$ cat config.mk
export PLATFORM = sky130hd
export DESIGN_NAME = bwt_ctrl
export DESIGN_NICKNAME = d
export VERILOG_FILES = /design/src/bwt_pkg.sv /design/src/bwt_ctrl.sv
export SDC_FILE = /design/constraint.sdc
export NUM_CORES = 1
export LEC_CHECK = 0
export ABC_AREA = 0
export BUFFER_PORTS_ARGS = -buffer_cell sky130_fd_sc_hd__buf_2
export CAP_MARGIN = 10
export CORE_AREA = 2 2 39 41
export CTS_CLUSTER_SIZE = 40
export DETAILED_ROUTE_END_ITERATION = 16
export DIE_AREA = 0 0 41 43
export PLACE_DENSITY = 0.6
export SYNTH_ARGS = -nofsm -noshare
export SYNTH_HDL_FRONTEND = slang
export SYNTH_SLANG_ARGS = --single-unit
$ cat constraint.sdc
create_clock -name clk_i -period 1.8 [get_ports clk_i]
set_input_delay 0.18 -clock clk_i [delete_from_list [all_inputs] [get_ports clk_i]]
set_output_delay 0.18 -clock clk_i [all_outputs]
set_load 0.02 [all_outputs]
$ cat src/bwt_pkg.sv
// shared types and constants for the bwt block sort transform
package bwt_pkg;
  localparam int unsigned BlockDepth = 1024;
  localparam int unsigned IdxW = 11;
  localparam int unsigned AddrW = 10;
  localparam logic [7:0] MarkerByte = 8'h3F;
  localparam logic OpLoad = 1'b0;
  localparam logic OpRead = 1'b1;

  typedef struct packed {
    logic            operation;
    logic [7:0]      data_byte;
    logic            end_of_block;
    logic [IdxW-1:0] read_position;
  } bwt_in_t;

  typedef struct packed {
    logic [7:0]      out_byte;
    logic            is_marker;
    logic [IdxW-1:0] first_index;
    logic [IdxW-1:0] last_index;
    logic [IdxW-1:0] block_count;
    logic            status;
  } bwt_out_t;

  typedef enum logic [3:0] {
    CmdNone, CmdLoad, CmdRead, CmdInit, CmdRun, CmdStep, CmdCmp, CmdRdByte, CmdEmit
  } bwt_cmd_e;

  typedef struct packed {
    logic block_full;
    logic init_done;
    logic both;
    logic run_end;
    logic pass_end;
    logic sort_end;
    logic cmp_done;
  } bwt_stat_t;
endpackage

$ cat src/bwt_ctrl.sv
// controller sequencing loads, the merge sort passes and reads
module bwt_ctrl (
  input  logic               clk_i,
  input  logic               rst_ni,
  input  logic               start_i,
  input  logic               operation_i,
  input  bwt_pkg::bwt_stat_t stat_i,
  output bwt_pkg::bwt_cmd_e  cmd_o,
  output logic               busy_o,
  output logic               strobe_o
);
  import bwt_pkg::*;

  typedef enum logic [3:0] {
    StIdle, StInit, StRun, StFetch, StStep, StWait, StCmp, StRdByte, StRdWait, StEmit
  } state_e;

  state_e state_q;
  logic   strobe_q;
  logic   accept;

  assign accept = start_i && (state_q == StIdle);

  always_comb begin
    case (state_q)
      StIdle:   cmd_o = accept ? (operation_i == OpLoad ? CmdLoad : CmdRead) : CmdNone;
      StInit:   cmd_o = CmdInit;
      StRun:    cmd_o = CmdRun;
      StFetch:  cmd_o = CmdNone;
      StStep:   cmd_o = CmdStep;
      StWait:   cmd_o = CmdNone;
      StCmp:    cmd_o = CmdCmp;
      StRdByte: cmd_o = CmdRdByte;
      StRdWait: cmd_o = CmdNone;
      StEmit:   cmd_o = CmdEmit;
      default:  cmd_o = CmdNone;
    endcase
  end

  always_ff @(posedge clk_i or negedge rst_ni) begin
    if (!rst_ni) begin
      state_q <= StIdle;
      strobe_q <= 1'b0;
    end else begin
      strobe_q <= (state_q == StEmit);
      case (state_q)
        StIdle: begin
          if (accept) begin
            if (operation_i == OpLoad) begin
              if (stat_i.block_full) state_q <= StInit;
            end else begin
              state_q <= StRdByte;
            end
          end
        end
        StInit:   if (stat_i.init_done) state_q <= StRun;
        StRun:    state_q <= StFetch;
        StFetch:  state_q <= StStep;
        StStep: begin
          if (stat_i.both) begin
            state_q <= StWait;
          end else if (stat_i.run_end) begin
            state_q <= (stat_i.pass_end && stat_i.sort_end) ? StIdle : StRun;
          end else begin
            state_q <= StFetch;
          end
        end
        StWait:   state_q <= StCmp;
        StCmp:    state_q <= stat_i.cmp_done ? StFetch : StWait;
        StRdByte: state_q <= StRdWait;
        StRdWait: state_q <= StEmit;
        StEmit:   state_q <= StIdle;
        default:  state_q <= StIdle;
      endcase
    end
  end

  assign busy_o = (state_q != StIdle);
  assign strobe_o = strobe_q;
endmodule

==> impl_metrics.toml, run 1 <==
[status]
outcome = "finished clean"

[yosys]
ys_types = 28
netlist_area_sq_um = 405
yosysSeqAreaShare = 0.309
syn_inst = 52
synth_seq_cells = 5
avgSynthCellArea_sq_um = 7.80
yosysTopAreaCell = "dfrtp_1"
ys_top_cells_by_count = "dfrtp_1 (5), nor2_1 (5), a21oi_1 (4), nand2_1 (4)"
synth.area.top_cells = "dfrtp_1 (31%), buf_6 (5.6%), a21oi_1 (4.9%), nand2b_1 (4.6%), nor2_1 (4.6%)"
synthArstFlopShare = 1.00
yosys_most_used_dff = "dfrtp_1"
synth_nets = 63
yosysWarnings = 0
synth_edf_count = 0
synth_top_area_share = 0.309

[sta]
fin_crit_ns = 1.73
fmax_ghz = 0.577
tightest_slew_ns = 0.276
finalSetupViolCount = 0
hold_viol = 0
skew_ns = 0.00192
timing.final.max_slew_violations = 0
rsz0062_at_grt = "no"
slew_headroom = 0.814
fin_tns_setup_ns = 0
final.setup.worst_slack_ns = 0.0679
whs_ns = 0.247
fin_crit_sh = 0.962

[clock_tree]
insertion_delay_ns = 0.25
clkSlewWorstSetupHoldPaths_ns = 0.04
htree_levels = 1
cts_sinks = 5
cts_buffers = 3
max-clock-path-buffers = 2
cts_root_buf = "clkbuf_4"
tritoncts = "yes"

[worst_hold_path]
hp-class = "input pin to register"

[cells_and_area]
diodes = 0
synthToLayoutAreaGrowth_pct = 30.6
final_util = 0.382
ff_latch_area_sq_um = 129
fillers = 153
multi_input_area_sq_um = 238
drive_gt1_frac = 0.352
fin_nets = 83

[power_and_ir_drop]
vdd_drop_max_mv = 0.516
p_per_area_nw_per_um2 = 1810
power.leakage_uw = 0.000241
p_int_uw = 503
clkPwrFrac = 0.142
switching_share = 0.477
combPwrFrac = 0.588
p_switching_uw = 458
power_frac_seq = 0.270

[critical_path]
r2r_end = "state_q[2]"
worstPathArrival_ns = 1.55
r2r-start = "state_q[1]"
crit_required_ns = 1.62
r2r_slack_ns = 0.40
reg2regPathDepth = 4
critPathLaunch = "state_q[1]"
worstSetupPathType = "register to output pin"
start_kind = "register"
crit_fanout = 13
endpoint = "cmd_o[0]"
cp-end-kind = "output pin"

[global_routing]
grt_usage = 0.128
grt_use_met1 = 0.182
grt-ovfl-total = 0
grt_pass1_vias = 367
antenna_found_initial = 0
grt_pass1_wl_um = 1540
grt_max_degree = 14
grt_use_met2 = 0.184
grt-busiest-layer = "met2"
grtUsageMet3 = 0

[placed_design]
gp_congestion = 0.792
port_buffers = 16
dpl.hpwl_um = 731
pre_cts_ws_ns = 0.285

[route]
drtIter0Drc = 5
first_pass_iters = 4
vias = 452
viasPerCell = 5.20
ant_nets = 0
drc_errors = 0
drt-total-wl_um = 957
wl_per_cell_um = 11.0

[floorplanning]
initial_core_util = 0.293
dieArea_sq_um = 1760
io_pins = 17
row_count = 14
die_h_um = 43
die_w_um = 41
coreArea_sq_um = 1380

[job]
max_cap_viol_count = 0
## metal layers
metal / wire length [um] / up-vias
met4: 19 / 0
met3: 39 / 2
met5: 0 / -
met1: 457 / 207
met2: 440 / 11
li1: - / 232
## area by class of cell
cell class	instances	area share
inverters	3	0.0213
well taps	16	0.0378
repair buffers	19	0.199
clock buffers	4	0.0496
flip-flops and latches	5	0.243
multi-input cells	40	0.449
## critical path, cell delays in order, from the launching register on
cell and delay, ns:
dfrtp_2 0.48, or3_1 0.36, a221oi_1 0.26, buf_2 0.21
## sequential cells by signal, summed over array words and instances (netlist names)
name      count
state_q       4
strobe_o      1
## power by group through the flow
stage / Sequential (uW) / Clock (uW) / Combinational, uW
3_5_place_dp: 250 / 0 / 564
4_1_cts: 248 / 140 / 566
3_3_place_gp: 247 / 0 / 563
5_1_grt: 271 / 143 / 630
6_report: 259 / 137 / 565
2_1_floorplan: 196 / 0 / 500
## worst min-delay path by stage
stage               from          to  slack, ns  cells past startpoint
6_report       stat_i[4]  state_q[1]       0.25                      3
5_1_grt        stat_i[4]  state_q[1]       0.27                      3
4_1_cts        stat_i[4]  state_q[1]       0.25                      3
3_5_place_dp      rst_ni    strobe_o      0.006                      1
3_3_place_gp      rst_ni    strobe_o     -0.002                      1
2_1_floorplan     rst_ni  state_q[0]      -0.12                      0
## cells in the final DEF, fill, tap and decap left out
cell type and instances:
a221o_1 1, buf_4 2, or3_1 1, nand2b_1 3, a21boi_1 1, or4b_1 1, dlygate4sd3_1 1, dfrtp_1 2
nand2_1 4, o22ai_1 1, inv_1 3, o21ai_1 2, a221oi_1 1, o21ai_0 3, and2_1 1, or2_1 1
clkbuf_1 1, a21oi_1 4, nor2_1 5, nor2b_1 1, a31oi_1 2, and3_1 1, buf_2 16, nand4b_1 1
nand3_1 2, nor3_1 1, dfrtp_2 3, mux2_2 1, a32o_1 1, a32oi_1 1, clkbuf_4 3
## logic make-up after synthesis
| group | synth area share |
|---|---|
| and+or+nand+nor | 0.290 |
| AOI/OAI and AO/OA | 0.269 |
| DFF | 0.309 |
| buffers and inverters | 0.105 |
| muxes | 0.0278 |
## per-stage QoR
step           total power, uW  instances  cell area [sq um]
3_3_place_gp               810         82                489
2_1_floorplan              697         52                405
5_1_grt                   1040         87                529
3_5_place_dp               814         82                489
4_1_cts                    954         87                526
6_report                   960         87                529
## repair_timing
item                                   CTS  global route
gates resized for setup                  0             3
setup endpoints to repair                0             2
hold buffers                             1             0
endpoints found under the hold margin    5             0
buffers inserted                         0             0
(Power assumes the default switching activity.)
==> run 2, diff against run 1 <==
clock period = 1.76 ns   (was 1.8 ns; I/O delays follow)
==> run 2 against run 1 <==
Effect of this change:
- clock power hardly changed
- critical path depth stayed put
- cell count is 3.4% higher
- first-iteration DRC count is 140% higher
- die area stayed put
- register-to-register slack worse by 0.11 ns
- largest power group unchanged
- wire length is 4.8% higher
- count of clock-buffer cells in the layout stayed put
- worst hold slack worse by 0.0030 ns
- setup slack worse by 0.0019 ns
- combinational power is 16% higher
- clock skew hardly changed
==> impl_metrics.toml, run 2 (synthesis results as in run 1) <==
[critical_path]
path_buf_inv = 1
cp-end-kind = "output pin"
worstSetupPathType = "register to output pin"
start_kind = "register"
crit_required_ns = 1.58
r2r_slack_ns = 0.29
path_delay_family = "flip-flops"
path_cells = "or3_1 > a221oi_1 > buf_2"
crit_path_top_delay_cell = "dfrtp_2"
crit_fanout = 9
worstPathArrival_ns = 1.52
slowest_delay_ns = 0.45

[floorplanning]
initial_core_util = 0.293
die_w_um = 41
die_h_um = 43
dieArea_sq_um = 1760
coreArea_sq_um = 1380
row_count = 14
io_pins = 17

[route]
viasPerCell = 5.21
drc_errors = 0
ant_nets = 0
vias = 469
wl_per_cell_um = 11.1
drt-total-wl_um = 1000
first_pass_iters = 4
drtIter0Drc = 12

[cells_and_area]
fin_nets = 86
top_register = "state_q"
fillers = 153
drive_gt1_frac = 0.378
final_cell_mix = "buf_2 (16), nor2_1 (5), buf_4 (5)"
synthToLayoutAreaGrowth_pct = 36.1
final_area_sq_um = 552
final_common_cell = "buf_2"
diodes = 0
final_util = 0.399
largest_reg_flops = 4

[sta]
skew_ns = 0.00193
tightest_slew_ns = 0.278
fin_tns_setup_ns = 0
fmax_ghz = 0.590
final.setup.worst_slack_ns = 0.0660
timing.final.max_slew_violations = 0
hold_viol = 0
whs_ns = 0.244
fin_crit_sh = 0.963
fin_crit_ns = 1.69
rsz0062_at_grt = "no"
slew_headroom = 0.813
finalSetupViolCount = 0

[placed_design]
dpl.hpwl_um = 731
post_dp_cell_area_sq_um = 489
port_buffers = 16
pre_cts_ws_ns = 0.249
gp_congestion = 0.792

[clock_tree]
insertion_delay_ns = 0.25
cts_root_buf = "clkbuf_4"
htree_levels = 1
clkSlewWorstSetupHoldPaths_ns = 0.04
max-clock-path-buffers = 2
tritoncts = "yes"
cts_sinks = 5
cts_buffers = 3

[global_routing]
antenna_found_initial = 0
grt_pass1_vias = 367
grt-ovfl-total = 0
grt_max_degree = 14
grt_usage = 0.129
grt_pass1_wl_um = 1550

[job]
max_cap_viol_count = 0

[status]
outcome = "finished clean"

[power_and_ir_drop]
p_per_area_nw_per_um2 = 1880
vdd_drop_max_mv = 0.506
power.leakage_uw = 0.000256

[worst_hold_path]
hp-class = "input pin to register"
## run 2: changes by cell type in the layout (fill, tap and decap cells not counted), sizes merged
cell  before  now
buf       18   21
## run 2: worst reg2reg max path: cells and delay by family, from the launching register on
family	cells	cell delay (ns)
buffers and inverters	1	0.16
AO/OA/AOI/OAI	2	0.25
flip-flops	1	0.43
AND/OR/NAND/NOR	1	0.51
## run 2: worst paths after layout
check / cells after the start / startpoint / to
max reg2reg: 4 / state_q[0] / state_q[0]
min: 3 / stat_i[4] / state_q[1]
max in group asynchronous: 2 / rst_ni / state_q[1]
max: 3 / state_q[1] / cmd_o[0]
min in group asynchronous: 2 / rst_ni / state_q[3]
min reg2reg: 3 / state_q[1] / state_q[1]
## run 2: final cells by class
type	count	area [sq um]	area share
multi-input combinational	40	238	0.431
sequential	5	129	0.234
clock buffer	4	26.3	0.0476
timing repair buffer	22	128	0.231
tap	16	20.0	0.0363
inverter	3	11.3	0.0204
## run 2: power breakdown
group          total, uW  switching, uW  internal, uW
Sequential           242           74.6           167
Combinational        656            354           302
Clock                140           53.7          86.1
Total               1040            482           556
## run 2: metal layers
layer	vias up	routed length [um]	track usage
met2	15	475	0.184
met3	2	47	0
met5	-	0	0
met4	0	19	0.0800
met1	215	461	0.185
li1	237	-	-
## run 2: repair_timing
action | in CTS | in global routing
hold buffers | 1 | 0
gates resized for setup | 1 | 2
setup endpoints to repair | 1 | 2
hold endpoints to repair | 5 | 0
setup buffers | 0 | 3
## run 2: metrics by stage
step / std cells / power [uW]
2_1_floorplan: 52 / 712
3_3_place_gp: 82 / 829
3_5_place_dp: 82 / 832
4_1_cts: 87 / 979
5_1_grt: 90 / 1120
6_report: 90 / 1040
==> run 3, diff against run 2 <==
RECOVER_POWER = 50   (was not set)
==> run 3 against run 2 <==
Effect of this change:
- first-iteration DRC count decreased by 17%
- setup slack improved by 0.00059 ns
- critical path depth unchanged
- count of clock-buffer cells in the layout unchanged
- die area unchanged
- critical path type unchanged
- largest cell class unchanged
==> impl_metrics.toml, run 3 (synthesis results as in run 1) <==
[status]
outcome = "finished clean"

[route]
drtIter0Drc = 10
vias = 469
drc_errors = 0
wl_per_cell_um = 11.2
viasPerCell = 5.21
first_pass_iters = 5
drt-total-wl_um = 1010
ant_nets = 0

[sta]
timing.final.max_slew_violations = 0
fin_crit_sh = 0.962
finalSetupViolCount = 0
fin_tns_setup_ns = 0
fmax_ghz = 0.591
fin_crit_ns = 1.69
rsz0062_at_grt = "no"
slew_headroom = 0.813
skew_ns = 0.00200
final.setup.worst_slack_ns = 0.0666
tightest_slew_ns = 0.277
hold_viol = 0

[clock_tree]
cts_sinks = 5
cts_root_buf = "clkbuf_4"
clkSlewWorstSetupHoldPaths_ns = 0.04
insertion_delay_ns = 0.25
max-clock-path-buffers = 2
htree_levels = 1
cts_buffers = 3
tritoncts = "yes"

[power_and_ir_drop]
p_per_area_nw_per_um2 = 1880
vdd_drop_max_mv = 0.505
power.leakage_uw = 0.000245

[global_routing]
grt_use_met2 = 0.184
grt_max_degree = 14
grtUsageMet3 = 0
antenna_found_initial = 0
grt-busiest-layer = "met1"
grt_pass1_wl_um = 1550
grt_use_met1 = 0.185
grt_usage = 0.129
grt-ovfl-total = 0
grt_pass1_vias = 367

[cells_and_area]
fin_nets = 86
final_common_cell = "buf_2"
final_cells = 90
top_register = "state_q"
synthToLayoutAreaGrowth_pct = 34.6
largest_reg_flops = 4
final_cell_mix = "buf_2 (14), nor2_1 (5)"
drive_gt1_frac = 0.338
diodes = 0

[critical_path]
crit_required_ns = 1.58
r2r_slack_ns = 0.28
worstSetupPathType = "register to output pin"
crit_fanout = 9
worstPathArrival_ns = 1.52
r2r_end = "state_q[0]"
start_kind = "register"
cp-end-kind = "output pin"
reg2regPathDepth = 4
r2r-start = "state_q[0]"

[floorplanning]
die_w_um = 41
dieArea_sq_um = 1760
coreArea_sq_um = 1380
row_count = 14
initial_core_util = 0.293
die_h_um = 43
io_pins = 17

[worst_hold_path]
hold_end = "state_q[1]"
min_from = "stat_i[4]"
whs_path_depth = 3
hp-class = "input pin to register"

[placed_design]
pre_cts_ws_ns = 0.249
gp_congestion = 0.792
dpl.hpwl_um = 731
port_buffers = 16
dp.cells = 82

[job]
max_cap_viol_count = 0
## run 3: changes by cell type in the layout (fill, tap and decap cells not counted)
| cell | before | now |
|---|---|---|
| buf_2 | 16 | 14 |
| clkbuf_1 | 1 | 4 |
| buf_4 | 5 | 4 |
## run 3: worst max path at each step
stage / startpoint / to / slack [ns] / cells after the start
after CTS: state_q[0] / cmd_o[0] / 0.02 / 3
after floorplan: state_q[1] / cmd_o[0] / 0.11 / 3
after global routing: state_q[1] / cmd_o[0] / 0.02 / 3
after global placement: state_q[1] / cmd_o[0] / 0.27 / 3
final: state_q[1] / cmd_o[0] / 0.07 / 3
after detailed placement: state_q[1] / cmd_o[0] / 0.25 / 3
## run 3: final cells by class
type / count / area (sq um)
fill: 157 / 838
multi-input combinational: 40 / 238
sequential: 5 / 129
timing repair buffer: 22 / 121
clock buffer: 4 / 26.3
tap: 16 / 20.0
inverter: 3 / 11.3
## run 3: routing by layer
metal,share of wire,vias to the layer above,routed length (um)
li1,-,236,-
met1,0.48,216,480
met2,0.46,15,464
met3,0.044,2,44
met4,0.019,0,19
met5,0,-,0
## run 3: worst max-delay path, stage by stage (launching register included)
cell and delay [ns]:
dfrtp_2 0.45, or3_1 0.36, a221oi_1 0.26, buf_2 0.21
## run 3: power breakdown
part | total (uW) | switching [uW] | internal (uW)
clock network | 140 | 53.6 | 86.1
logic | 646 | 354 | 292
registers | 242 | 74.6 | 167
## run 3: what timing repair did
item	4_1_cts	5_1_grt
setup endpoints to repair	1	2
setup buffers	0	3
hold buffers	1	0
hold endpoints to repair	5	0
pin swaps	0	0
gates resized for setup	1	2
## run 3: per-stage QoR
stage                     area, sq um  total power [uW]  hold slack (ns)  utilization
after global routing              546              1110            0.262        0.394
final                             546              1030            0.243        0.394
after global placement            489               829         -0.00612        0.354
after floorplan                   405               712           -0.120            -
after detailed placement          489               832          0.00169        0.354
after CTS                         527               979            0.241        0.381
